===== config.mk =====
export PLATFORM = sky130hd
export DESIGN_NAME = fbpu_sequencer
export DESIGN_NICKNAME = d
export VERILOG_FILES = /design/src/fbpu_pkg.sv /design/src/fbpu_sequencer.sv
export SDC_FILE = /design/constraint.sdc
export NUM_CORES = 1
export LEC_CHECK = 0
export ABC_AREA = 1
export BUFFER_PORTS_ARGS = -buffer_cell sky130_fd_sc_hd__buf_2
export CORE_MARGIN = 5
export CORE_UTILIZATION = 50
export CTS_CLUSTER_DIAMETER = 200
export DETAILED_ROUTE_END_ITERATION = 8
export GPL_ROUTABILITY_DRIVEN = 0
export GPL_TIMING_DRIVEN = 0
export PLACE_DENSITY = 0.8
export SLEW_MARGIN = 20
export SYNTH_ARGS = -nofsm -noshare
export SYNTH_HDL_FRONTEND = slang
export SYNTH_SLANG_ARGS = --single-unit

===== constraint.sdc =====
create_clock -name clk_i -period 4.2 [get_ports clk_i]
set_input_delay 0.42 -clock clk_i [delete_from_list [all_inputs] [get_ports clk_i]]
set_output_delay 0.42 -clock clk_i [all_outputs]
set_load 0.005 [all_outputs]

===== src/fbpu_pkg.sv =====
// Shared types and constants for the frame-buffer pixel unpacker.
// Used by fbpu_sequencer and framebuffer_pixel_unpacker; no dependencies.
package fbpu_pkg;

  // Depth codes held in the depth register
  localparam logic [2:0] DEPTH_1BPP  = 3'd0;
  localparam logic [2:0] DEPTH_2BPP  = 3'd1;
  localparam logic [2:0] DEPTH_4BPP  = 3'd2;
  localparam logic [2:0] DEPTH_8BPP  = 3'd3;
  localparam logic [2:0] DEPTH_16BPP = 3'd4;
  localparam logic [2:0] DEPTH_32BPP = 3'd5;
  localparam logic [2:0] DEPTH_RESET = DEPTH_8BPP;

  // Configuration register indexes
  localparam int unsigned CfgIdxW  = 1;
  localparam int unsigned CfgDataW = 3;
  localparam logic [CfgIdxW-1:0] CFG_DEPTH   = 1'd0;
  localparam logic [CfgIdxW-1:0] CFG_PALETTE = 1'd1;

  // Input beat kinds
  localparam logic KIND_PIXEL   = 1'b0;
  localparam logic KIND_PALETTE = 1'b1;

  // Port widths
  localparam int unsigned InDataW  = 64;
  localparam int unsigned InUserW  = 2;
  localparam int unsigned OutDataW = 40;

  typedef struct packed {
    logic [2:0] depth_code;
    logic       palette_in_use;
  } cfg_t;

  // One pixel issued by the sequencer toward the read stage
  typedef struct packed {
    logic       valid;
    logic       last;
    logic       lookup;     // color comes from the palette read data
    logic       in_range;   // lookup index lies inside the table
    logic       is_color;
    logic [7:0] gray;
    logic [7:0] red;
    logic [7:0] green;
    logic [7:0] blue;
    logic [7:0] alpha;
  } pix_t;

endpackage


===== src/fbpu_sequencer.sv =====
// Item register and pixel sequencer: walks one byte into pixels, one per slot,
// keeps the multi-byte pixel phase and drives the palette RAM ports. Uses fbpu_pkg.
module fbpu_sequencer #(
  parameter int unsigned PALETTE_ENTRIES = 256
) (
  input  logic                               clk_i,
  input  logic                               rst_ni,
  input  fbpu_pkg::cfg_t                     cfg_i,
  input  logic                               in_valid_i,
  output logic                               in_ready_o,
  input  logic                               kind_i,
  input  logic                               frame_start_i,
  input  logic [7:0]                         data_byte_i,
  input  logic [7:0]                         entry_index_i,
  input  logic [23:0]                        color_i,
  input  logic                               adv_i,
  output fbpu_pkg::pix_t                     pix_o,
  output logic                               ram_we_o,
  output logic [$clog2(PALETTE_ENTRIES)-1:0] ram_waddr_o,
  output logic [23:0]                        ram_wdata_o,
  output logic                               ram_re_o,
  output logic [$clog2(PALETTE_ENTRIES)-1:0] ram_raddr_o
);

  localparam int unsigned AddrW = $clog2(PALETTE_ENTRIES);

  logic        s1_valid_q, s1_valid_d;
  logic        kind_q, fs_q;
  logic [7:0]  sh_q, sh_d;
  logic [7:0]  idx_q;
  logic [23:0] rgb_q;
  logic [3:0]  rem_q, rem_d;
  logic [1:0]  phase_q, phase_d;
  logic [23:0] held_q, held_d;

  logic        issue, step_last, accept;
  logic [1:0]  eff_phase;
  logic [23:0] eff_held;
  logic [7:0]  pix_val;
  logic [7:0]  gray_val;
  logic        val_in_range, idx_in_range;
  logic [4:0]  r5, g5, b5;

  assign step_last  = (rem_q == 4'd1);
  assign issue      = s1_valid_q & adv_i;
  assign in_ready_o = ~s1_valid_q | (issue & step_last);
  assign accept     = in_valid_i & in_ready_o;

  // frame start clears the phase before the byte is used
  assign eff_phase = fs_q ? 2'd0 : phase_q;
  assign eff_held  = fs_q ? 24'd0 : held_q;

  // Top bits of the shift register give the current pixel, MSB first
  always_comb begin
    unique case (cfg_i.depth_code)
      fbpu_pkg::DEPTH_1BPP: begin
        pix_val  = {7'd0, sh_q[7]};
        gray_val = {8{~sh_q[7]}};
      end
      fbpu_pkg::DEPTH_2BPP: begin
        pix_val  = {6'd0, sh_q[7:6]};
        gray_val = {4{~sh_q[7:6]}};
      end
      fbpu_pkg::DEPTH_4BPP: begin
        pix_val  = {4'd0, sh_q[7:4]};
        gray_val = {2{~sh_q[7:4]}};
      end
      default: begin
        pix_val  = sh_q;
        gray_val = ~sh_q;
      end
    endcase
  end

  assign val_in_range = ({1'b0, pix_val} < 9'(PALETTE_ENTRIES));
  assign idx_in_range = ({1'b0, idx_q} < 9'(PALETTE_ENTRIES));

  // ARGB1555 fields from held high byte and current low byte
  assign r5 = eff_held[6:2];
  assign g5 = {eff_held[1:0], sh_q[7:5]};
  assign b5 = sh_q[4:0];

  always_comb begin
    pix_o       = '0;
    phase_d     = phase_q;
    held_d      = held_q;
    ram_we_o    = 1'b0;
    ram_re_o    = 1'b0;
    ram_waddr_o = idx_q[AddrW-1:0];
    ram_wdata_o = rgb_q;
    ram_raddr_o = pix_val[AddrW-1:0];
    if (issue) begin
      if (kind_q == fbpu_pkg::KIND_PALETTE) begin
        ram_we_o = idx_in_range;
      end else begin
        pix_o.last = step_last;
        unique case (cfg_i.depth_code)
          fbpu_pkg::DEPTH_1BPP, fbpu_pkg::DEPTH_2BPP,
          fbpu_pkg::DEPTH_4BPP, fbpu_pkg::DEPTH_8BPP: begin
            phase_d     = 2'd0;
            held_d      = 24'd0;
            pix_o.valid = 1'b1;
            if (cfg_i.palette_in_use) begin
              ram_re_o       = val_in_range;
              pix_o.lookup   = 1'b1;
              pix_o.in_range = val_in_range;
              pix_o.is_color = 1'b1;
              pix_o.alpha    = 8'hFF;
            end else begin
              pix_o.gray = gray_val;
            end
          end
          fbpu_pkg::DEPTH_16BPP: begin
            if (eff_phase == 2'd0) begin
              held_d  = {16'd0, sh_q};
              phase_d = 2'd1;
            end else begin
              pix_o.valid    = 1'b1;
              pix_o.is_color = 1'b1;
              pix_o.red      = {r5, r5[4:2]};
              pix_o.green    = {g5, g5[4:2]};
              pix_o.blue     = {b5, b5[4:2]};
              pix_o.alpha    = {8{eff_held[7]}};
              phase_d        = 2'd0;
              held_d         = 24'd0;
            end
          end
          fbpu_pkg::DEPTH_32BPP: begin
            if (eff_phase != 2'd3) begin
              held_d  = {eff_held[15:0], sh_q};
              phase_d = eff_phase + 2'd1;
            end else begin
              pix_o.valid    = 1'b1;
              pix_o.is_color = 1'b1;
              pix_o.red      = eff_held[15:8];
              pix_o.green    = eff_held[7:0];
              pix_o.blue     = sh_q;
              pix_o.alpha    = eff_held[23:16];
              phase_d        = 2'd0;
              held_d         = 24'd0;
            end
          end
          default: begin
            // undefined depth: drop the byte
            phase_d = 2'd0;
            held_d  = 24'd0;
          end
        endcase
      end
    end
  end

  // Item register: load on accept, otherwise shift to the next pixel on each issued slot
  always_comb begin
    s1_valid_d = s1_valid_q;
    sh_d       = sh_q;
    rem_d      = rem_q;
    if (accept) begin
      s1_valid_d = 1'b1;
      sh_d       = data_byte_i;
      if (kind_i == fbpu_pkg::KIND_PIXEL && cfg_i.depth_code <= fbpu_pkg::DEPTH_8BPP) begin
        rem_d = 4'd8 >> cfg_i.depth_code[1:0];
      end else begin
        rem_d = 4'd1;
      end
    end else if (issue) begin
      if (step_last) begin
        s1_valid_d = 1'b0;
      end else begin
        rem_d = rem_q - 4'd1;
        unique case (cfg_i.depth_code)
          fbpu_pkg::DEPTH_1BPP: sh_d = {sh_q[6:0], 1'b0};
          fbpu_pkg::DEPTH_2BPP: sh_d = {sh_q[5:0], 2'b0};
          fbpu_pkg::DEPTH_4BPP: sh_d = {sh_q[3:0], 4'b0};
          default:              sh_d = sh_q;
        endcase
      end
    end
  end

  always_ff @(posedge clk_i or negedge rst_ni) begin
    if (!rst_ni) begin
      s1_valid_q <= 1'b0;
      rem_q      <= 4'd0;
      phase_q    <= 2'd0;
      held_q     <= 24'd0;
    end else begin
      s1_valid_q <= s1_valid_d;
      rem_q      <= rem_d;
      phase_q    <= phase_d;
      held_q     <= held_d;
    end
  end

  always_ff @(posedge clk_i) begin
    sh_q <= sh_d;
    if (accept) begin
      kind_q <= kind_i;
      fs_q   <= frame_start_i;
      idx_q  <= entry_index_i;
      rgb_q  <= color_i;
    end else if (issue) begin
      // frame start applies to the first pixel slot only
      fs_q <= 1'b0;
    end
  end

  always_ff @(posedge clk_i) begin
    if (rst_ni && s1_valid_q) begin
      assert (rem_q != 4'd0)
        else $error("sequencer holds an item with no pixel slots left");
    end
  end

endmodule


* After elaboration in Yosys (flattened, before gate mapping)
Cells that the tools add are included.
Storage, ports and cells: register bits after elaboration 73, input bits 50, output and inout port bits 88, logic and storage cells 87
Operators by class: $add $sub $neg 2, magnitude comparators 1, equal/unequal tests 8, shift-type cells 1, multiplexer cells 44, bitwise gates (word level) 11, reduce and logical (&&, ||, !) cells 11
Operators with widths (number):
- case mux 24 bit (2 select lines) | 2
- case mux 8 bit (3 select lines) | 4
- 2-to-1 mux 45 bit | 2
- 2-to-1 mux 32 bit | 2
- 2-to-1 mux 8 bit | 7
- 2-to-1 mux 24 bit | 2
- 2-to-1 mux 4 bit | 4
- 2-to-1 mux 1 bit | 14
- NOT 8 bit | 1
- equality test 3 x 2 -> 1 bit, second input constant | 2
- equality test 3 bit, second input constant | 2
- 2-to-1 mux 2 bit | 3
- case mux 1 bit (3 select lines) | 2
- AND reduction 2 bit | 3
- equality test 4 x 1 -> 1 bit, second input constant | 1
- NOT 1 bit | 4
- NOT 4 bit | 1
- case mux 2 bit (2 select lines) | 1
- nonzero test 2 bit | 2
- nonzero test 4 bit | 1
- OR reduction 4 bit | 1
- right shift 4 x 2 -> 4 bit, first input constant | 1
- subtractor 4 x 1 -> 4 bit, second input constant | 1
- AND 1 bit | 3
- other kinds (12) | 12

* Logic depth before layout (Yosys ltp)
Gate-level depths: netlist of the first run.
word-level depth 6, gate-level depth with buffers 10

* Worst setup path before layout of the first run
No wires, ideal clock.
path type register -> output, start reg fs_q, end out pix_o[24] (netlist bit), arrival time 1.666 ns, data required time 3.780 ns, path slack 2.114 ns, stages on the path, launching flop included 11, cell sequence edfxtp_1 > clkbuf_1 > nor2_1 > inv_1 > ha_1 > nor2_8 > inv_2 > buf_6 > nor2_1 > a21oi_1 > nor2_1
RTL lines:
- from (decl) | line fbpu_sequencer.sv:28 | logic kind_q, fs_q;
- from (signal assigned) | line fbpu_sequencer.sv:199 | fs_q <= frame_start_i;
- to (decl) | line fbpu_sequencer.sv:17 | output fbpu_pkg::pix_t pix_o,

==> results.json, run 1 <==
{
  "drtPass1Iterations": 5,
  "rr_endpoint": "sh_q[7]$_DFFE_PP_",
  "synthAdderAreaFrac_pct": 0.984,
  "grt_pass1_wl_um": 17100,
  "mostFrequentLayoutCells": "139 x buf_2, 108 x nand2_1, 60 x nor2_1",
  "reg2reg_depth": 7,
  "synth-compound-area-share_pct": 10.5,
  "synthMuxAreaShare_pct": 0,
  "ys.flop_type": "edfxtp_1",
  "antenna_found_initial": 0,
  "fin_setup_tns_ps": 0,
  "path_class": "reg -> out",
  "layout_commonest_cell": "buf_2",
  "yosysUniqueCellTypes": 36,
  "clock_sinks": 73,
  "async_reset_ff_share_pct": 42.5,
  "grt_max_degree": 42,
  "area_growth_pct": 28.4,
  "drc_errors": 0,
  "grt_setup_unrepaired": "false",
  "wl_per_cell_um": 15.0,
  "viasPerCell": 5.17,
  "period_share_pct": 68.4,
  "syn_inst": 445,
  "rows": 31,
  "clk_path_buf_depth": 2,
  "synth_edf_count": 42,
  "ir_worst_vdd_v": 0.000268,
  "fillers": 631,
  "finalNetCount": 646,
  "hold_class": "in -> async",
  "cts-htree-levels": 3,
  "period_needed_ps": 2870,
  "start_kind": "flop",
  "diodes": 0,
  "synth-xor-area-share_pct": 0.230,
  "io_pins": 138,
  "drive_gt1_share_pct": 32.3,
  "ys_ff_latch": 73,
  "port-buffer-count": 137,
  "cts.repair.resized": 0,
  "clock.fmax_ghz": 0.348,
  "clock_latency_ps": 340,
  "finalSetupViolations": 0,
  "yosysSeqAreaShare_pct": 53.4,
  "grt_pass1_vias": 3525,
  "crit_path_end_kind": "output pin",
  "cts.reportedPaths.clkPinSlew_ps": 80,
  "synth_top_family_by_area": "simple AND/OR/NAND/NOR gates",
  "leakage_uw": 0.00246,
  "grt-ovfl-total": 0,
  "reg2reg_from": "rem_q[1]$_DFFE_PN0P_",
  "die_x_um": 97.4,
  "critPathLaunch": "fs_q$_SDFFCE_PN0P_",
  "dieHeight_um": 97.4,
  "start_util_pct": 52.1,
  "worstMarginPinSlew_ps": 795,
  "reg2reg_slack_ps": 1870,
  "drv_slew": 0,
  "cts_tree": "built",
  "dr.first_iter.drc_count": 277,
  "synth_nets": 498,
  "die_area_um2": 9480,
  "final_antenna_net_count": 0,
  "wl_um": 10400,
  "finalHoldViolations": 0,
  "slew_headroom_pct": 46.9,
  "crit_fanout": 10,
  "cts_buffers": 9,
  "layout_setup_ws_ps": 1330,
  "syn_avg_cell_area_um2": 8.58,
  "cp_data_required_time_ps": 3780,
  "arrival_ps": 2450,
  "fin_skew_ps": 7.37,
  "cts-root-buf": "clkbuf_8",
  "post-cts-setup-buffers": 0,
  "hpwl_um": 7960,
  "endpoint": "pix_o[29]",
  "track_usage_pct": 22.1,
  "yosys.area_share.simple_pct": 26.6,
  "core-area_um2": 7330,
  "ys_warn_count": 0,
  "pre_cts_slack_ps": 1740,
  "via_count": 3604,
  "ctsHoldBuffers": 0,
  "p_per_area_nw_per_um2": 427,
  "syn_area_um2": 3820,
  "outcome": "complete, no violations",
  "cap_violations": 0
}
[power by group]
part	total, uW	internal (uW)	switching, uW
sequential	917	860	57.0
combinational	427	151	275
clock	747	463	284
total	2090	1470	616
[flip-flops by register name (all words and copies together) (netlist names)]
signal and count:
ram_waddr_o 8, sh_q 8, kind_q 1, s1_valid_q 1, held_q 24, phase_q 2, ram_wdata_o 24, fs_q 1
rem_q 4
[worst min-delay path by stage]
stage / to / slack [ps] / from / cells past startpoint
after floorplan: held_q[0]$_DFFE_PN0P_ / 120 / rst_ni / 0
after global placement: held_q[5]$_DFFE_PN0P_ / 460 / held_q[5]$_DFFE_PN0P_ / 2
after detailed placement: held_q[17]$_DFFE_PN0P_ / 470 / held_q[17]$_DFFE_PN0P_ / 2
after CTS: rem_q[0]$_DFFE_PN0P_ / 130 / rst_ni / 1
after global routing: held_q[9]$_DFFE_PN0P_ / 170 / rst_ni / 1
final: held_q[14]$_DFFE_PN0P_ / 110 / rst_ni / 1
[cell families (layout without fill, tap and decap cells)]
logic type | after synthesis | count (layout)
and+or+nand+nor | 230 | 230
DFF | 73 | 73
AOI/OAI and AO/OA | 70 | 70
buffers and inverters | 68 | 221
adders and majority gates | 3 | 3
xor gates and xnor gates | 1 | 1
[critical path, stage by stage, from the launching register on]
cell,delay (ps)
edfxtp_1,430
clkbuf_1,270
nor2_1,200
inv_1,60
ha_1,280
nor2_8,200
inv_2,70
buf_6,140
nor2_1,150
a21oi_1,80
nor2_1,100
buf_2,120
[per-layer routing]
layer	part of all wire (%)	GRT usage, %	up-vias
met5	0	0	-
met4	1.5	7.77	0
met3	6.9	4.38	14
met2	48	35.6	160
met1	43	29.8	1673
li1	-	-	1757
[cell type report]
cell class / count / area (um^2) / area share, %
inverters: 53 / 201 / 4.11
clock buffers: 9 / 124 / 2.53
plain buffers: 15 / 115 / 2.35
multi-input cells: 304 / 1460 / 29.9
flip-flops and latches: 73 / 2040 / 41.6
well taps: 99 / 124 / 2.53
clock inverters: 7 / 149 / 3.04
repair buffers: 137 / 686 / 14.0
[metrics by stage]
step                      cell area [um^2]  power (uW)  hold slack (ps)  instances  util [%]
after global placement                4630        1340              464        681      63.1
final                                 4900        2090              114        697      66.8
after global routing                  4900        2210              171        697      66.8
after CTS                             4900        2100              131        697      66.8
after floorplan                       3820        1190              124        445         -
after detailed placement              4630        1360              474        681      63.1
[synth_stat cells (all sizes together) (3+ instances only)]
cell      n  area share (%)
nand3    44             6.0
clkbuf    4            0.39
inv      52             5.2
buf      11             2.6
a21oi    25             3.6
dfrtp    31              20
o22ai     4            0.66
nor2     67             7.9
o21ai    33             4.6
ha        3            0.98
edfxtp   42              33
nand2   113              12
o211ai    4            0.79
Power figures use the tool's default switching activity.
==> run 2, diff against run 1 <==
==> constraint.sdc (replaced) <==
create_clock -name clk_i -period 2.9 [get_ports clk_i]
set_input_delay 0.29 -clock clk_i [delete_from_list [all_inputs] [get_ports clk_i]]
set_output_delay 0.29 -clock clk_i [all_outputs]
set_load 0.005 [all_outputs]
==> results.json, run 2 (synthesis results as in run 1) <==
{
  "final_antenna_net_count": 0,
  "path_class": "reg -> out",
  "reg2reg_from": "rem_q[1]$_DFFE_PN0P_",
  "ctsHoldBuffers": 0,
  "dr.first_iter.drc_count": 263,
  "slowest_stage": "edfxtp_1",
  "start_util_pct": 52.1,
  "hpwl_um": 7960,
  "crit_path_end_kind": "output pin",
  "cp_num_cells": 10,
  "outcome": "complete, but fails checks",
  "clk_path_buf_depth": 2,
  "diodes": 0,
  "critPathTopFamily": "simple AND/OR/NAND/NOR gates",
  "finalSetupViolations": 0,
  "io_pins": 138,
  "grt_pass1_vias": 3525,
  "cts_tree": "built",
  "clock.fmax_ghz": 0.380,
  "via_count": 3610,
  "dieHeight_um": 97.4,
  "die_area_um2": 9480,
  "cts-root-buf": "clkbuf_8",
  "viasPerCell": 5.19,
  "antenna_found_initial": 0,
  "fin_skew_ps": 6.75,
  "rows": 31,
  "critPathLaunch": "fs_q$_SDFFCE_PN0P_",
  "violations": "hold timing",
  "layout_setup_ws_ps": 266,
  "endpoint": "pix_o[29]",
  "fin_setup_tns_ps": 0,
  "fin_hold_ws_ps": -8.84,
  "drc_errors": 0,
  "mostFrequentLayoutCells": "139 x buf_2, 107 x nand2_1, 60 x nor2_1",
  "wl_per_cell_um": 15.0,
  "reg2reg_slack_ps": 580,
  "cp_cell_sequence": "nor2_1 > inv_1 > ha_1 > nor2_8 > inv_2 > buf_6 > nor2_1 > a21oi_1 > nor2_1 > buf_2",
  "post-cts-setup-buffers": 0,
  "fillers": 630,
  "start_kind": "flop",
  "drv_slew": 0,
  "cts-htree-levels": 3,
  "clock_sinks": 73,
  "max_stage_delay_ps": 590,
  "track_usage_pct": 22.1,
  "cap_violations": 0,
  "wl_um": 10500,
  "switching_share_pct": 29.5,
  "finalNetCount": 645,
  "clock_latency_ps": 340,
  "slew_headroom_pct": 46.4,
  "cts_buffers": 9,
  "p_per_area_nw_per_um2": 618,
  "rr_endpoint": "sh_q[6]$_DFFE_PP_",
  "seq_power_share_pct": 44.1,
  "dpl_cell_area_um2": 4630,
  "grt-ovfl-total": 0,
  "grt_max_degree": 42,
  "die_x_um": 97.4,
  "pwr-share-comb_pct": 20.1,
  "grt_setup_unrepaired": "false",
  "hold_class": "in -> async",
  "layout_commonest_cell": "buf_2",
  "pre_cts_slack_ps": 563,
  "worstMarginPinSlew_ps": 803,
  "p_clk_share_pct": 35.8,
  "final_util_pct": 66.8,
  "period_share_pct": 90.8,
  "ir_worst_vdd_v": 0.000391,
  "reg2reg_depth": 7,
  "finalHoldViolations": 24,
  "port-buffer-count": 137,
  "cts.reportedPaths.clkPinSlew_ps": 80,
  "arrival_ps": 2340,
  "grt_pass1_wl_um": 17100,
  "switchingPower_uw": 892,
  "area_growth_pct": 28.3,
  "cp_data_required_time_ps": 2610,
  "cts.repair.resized": 0,
  "drtPass1Iterations": 5,
  "drive_gt1_share_pct": 32.5,
  "internal-power_uw": 2140,
  "period_needed_ps": 2630,
  "leakage_uw": 0.00246,
  "core-area_um2": 7330,
  "final_cell_area_um2": 4900,
  "crit_fanout": 12,
  "crit_top_cell": "nor2_1",
  "path_buf_inv": 4
}
==> run 2: worst min-delay path by stage <==
stage          cells past startpoint  slack (ps)    from                      to
2_1_floorplan                      0          -6  rst_ni   held_q[0]$_DFFE_PN0P_
3_3_place_gp                       1         370  rst_ni   held_q[9]$_DFFE_PN0P_
3_5_place_dp                       1         380  rst_ni  held_q[14]$_DFFE_PN0P_
4_1_cts                            1         0.5  rst_ni    rem_q[0]$_DFFE_PN0P_
5_1_grt                            1          40  rst_ni   held_q[9]$_DFFE_PN0P_
6_report                           1          -9  rst_ni  held_q[14]$_DFFE_PN0P_
==> run 2: cell type report <==
class	count	area [um^2]	area share [%]
buffer	14	111	2.27
clock buffer	9	124	2.53
clock inverter	7	149	3.04
inverter	53	201	4.11
multi-input combinational	304	1470	29.9
sequential	73	2040	41.6
tap	99	124	2.53
timing repair buffer	137	686	14.0
==> run 2: layer usage <==
metal  vias up  GRT usage, %  wire (um)
met5         -             0          0
met4         0          7.77        145
met3        11          4.38        802
met2       167          35.6       5100
met1      1678          29.8       4400
li1       1754             -          -
==> run 2: power by group through the flow <==
stage	clock network, uW	logic [uW]	registers, uW
floorplan	0	383	1330
global placement	0	593	1340
detailed placement	0	616	1350
CTS	1090	622	1330
global route	1150	696	1350
finish	1080	610	1340
==> run 2: per-stage QoR <==
| stage | cells | total power [uW] |
|---|---|---|
| 2_1_floorplan | 445 | 1720 |
| 3_3_place_gp | 681 | 1940 |
| 3_5_place_dp | 681 | 1970 |
| 4_1_cts | 697 | 3040 |
| 5_1_grt | 696 | 3200 |
| 6_report | 696 | 3030 |
==> run 3, diff against run 2 <==
--- a/config.mk
+++ b/config.mk
@@ -8,12 +8,11 @@
 export ABC_AREA = 1
 export BUFFER_PORTS_ARGS = -buffer_cell sky130_fd_sc_hd__buf_2
 export CORE_MARGIN = 5
-export CORE_UTILIZATION = 50
+export CORE_UTILIZATION = 35
 export CTS_CLUSTER_DIAMETER = 200
 export DETAILED_ROUTE_END_ITERATION = 8
 export GPL_ROUTABILITY_DRIVEN = 0
 export GPL_TIMING_DRIVEN = 0
-export PLACE_DENSITY = 0.8
 export SLEW_MARGIN = 20
 export SYNTH_ARGS = -nofsm -noshare
 export SYNTH_HDL_FRONTEND = slang
==> results.json, run 3 (synthesis results as in run 1) <==
{
  "p_per_area_nw_per_um2": 571,
  "diodes": 0,
  "drtPass1Iterations": 6,
  "post-cts-setup-buffers": 0,
  "crit_fanout": 12,
  "outcome": "complete, no violations",
  "die_x_um": 114,
  "track_usage_pct": 17.2,
  "pwr-share-comb_pct": 21.8,
  "final_cell_area_um2": 4890,
  "rows": 38,
  "clock.fmax_ghz": 0.382,
  "drv_slew": 0,
  "finalSetupViolations": 0,
  "met1_usage_pct": 21.8,
  "grt_max_degree": 42,
  "p_clk_share_pct": 30.3,
  "dpl_cell_area_um2": 4680,
  "period_needed_ps": 2620,
  "wl_um": 10900,
  "hpwl_um": 8390,
  "area_growth_pct": 28.1,
  "via_count": 3571,
  "grt_busiest_layer": "met2",
  "grt-ovfl-total": 0,
  "dr.first_iter.drc_count": 226,
  "mostFrequentLayoutCells": "139 x buf_2, 108 x nand2_1, 60 x nor2_1",
  "layout_commonest_cell": "buf_2",
  "arrival_ps": 2330,
  "cts_tree": "built",
  "finalPower_uw": 2790,
  "grtUsageMet3_pct": 5.13,
  "min_to": "ram_wdata_o[13]$_DFFE_PP_",
  "cts-root-buf": "clkbuf_8",
  "cts.reportedPaths.clkPinSlew_ps": 90,
  "hold_class": "in -> reg",
  "switching_share_pct": 32.8,
  "port-buffer-count": 137,
  "fin_skew_ps": 14.6,
  "regArea_um2": 2040,
  "switchingPower_uw": 914,
  "rr_endpoint": "sh_q[7]$_DFFE_PP_",
  "dieHeight_um": 114,
  "internal-power_uw": 1880,
  "antenna_found_initial": 0,
  "cts_buffers": 9,
  "fillers": 1112,
  "leakage_uw": 0.00243,
  "clk_path_buf_depth": 2,
  "reg2reg_from": "rem_q[1]$_DFFE_PN0P_",
  "die_area_um2": 13100,
  "ir_worst_vdd_v": 0.000363,
  "reg2reg_slack_ps": 560,
  "drc_errors": 0,
  "met2_usage_pct": 28.6,
  "crit_path_end_kind": "output pin",
  "fin_setup_tns_ps": 0,
  "seq_power_share_pct": 47.8,
  "finalHoldViolations": 0,
  "grt_pass1_vias": 3622,
  "reg2reg_depth": 7,
  "worstHoldPathCells": 1,
  "finalNetCount": 646,
  "clock_latency_ps": 360,
  "slew_headroom_pct": 43.0,
  "cap_violations": 0,
  "clock_sinks": 73,
  "final_antenna_net_count": 0,
  "hold_start": "color_i[13]",
  "cts-htree-levels": 3,
  "period_share_pct": 90.3,
  "multi_input_area_um2": 1460,
  "io_pins": 138,
  "core-area_um2": 10700,
  "path_class": "reg -> out",
  "drive_gt1_share_pct": 32.3,
  "start_util_pct": 35.5,
  "wl_per_cell_um": 14.8,
  "worstMarginPinSlew_ps": 855,
  "start_kind": "flop",
  "grt_setup_unrepaired": "false",
  "cp_data_required_time_ps": 2610,
  "viasPerCell": 4.84,
  "final_util_pct": 45.5,
  "grt_pass1_wl_um": 17900
}
[run 3: power groups by stage]
stage               Sequential [uW]  Combinational [uW]  Clock [uW]
detailed placement             1350                 623           0
floorplan                      1330                 383           0
finish                         1340                 609         847
CTS                            1330                 627         878
global route                   1350                 702         925
global placement               1350                 613           0
[run 3: stage by stage]
stage / setup WS [ps] / std cells / hold slack (ps)
2_1_floorplan: 923 / 445 / -5.59
3_3_place_gp: 573 / 722 / 387
3_5_place_dp: 536 / 722 / 391
4_1_cts: 144 / 739 / 84.7
5_1_grt: 55.0 / 738 / 71.9
6_report: 281 / 738 / 101
[run 3: final cells by class]
class,instances,area share (%)
well taps,140,3.58
flip-flops and latches,73,41.7
inverters,53,4.12
plain buffers,14,2.28
clock buffers,9,2.53
repair buffers,138,14.2
multi-input cells,304,29.9
clock inverters,7,1.69
[run 3: critical path, cell delays in order (launching register included)]
cell	delay (ps)
edfxtp_1	590
inv_2	210
nand2_1	80
ha_1	260
nor2_8	210
inv_2	60
buf_6	140
nor2_1	150
a21oi_1	70
nor2_1	90
buf_2	120
[run 3: repair_timing]
action | CTS | global route
endpoints found under the setup margin | 0 | 6
hold endpoints to repair | 5 | 0
hold buffers | 1 | 0
resized for setup | 0 | 0
[run 3: per-layer routing]
metal,vias up,part of all wire (%)
li1,1755,-
met1,1664,42
met2,141,49
met3,11,7.9
met4,0,1.4
met5,-,0
[run 3: worst max-delay path by stage]
stage / start / endpoint / cells past startpoint
finish: fs_q$_SDFFCE_PN0P_ / pix_o[29] / 10
global route: fs_q$_SDFFCE_PN0P_ / pix_o[29] / 10
CTS: fs_q$_SDFFCE_PN0P_ / pix_o[29] / 11
detailed placement: fs_q$_SDFFCE_PN0P_ / pix_o[29] / 11
global placement: fs_q$_SDFFCE_PN0P_ / pix_o[29] / 11
floorplan: rem_q[1]$_DFFE_PN0P_ / sh_q[0]$_SDFFCE_PN0P_ / 7
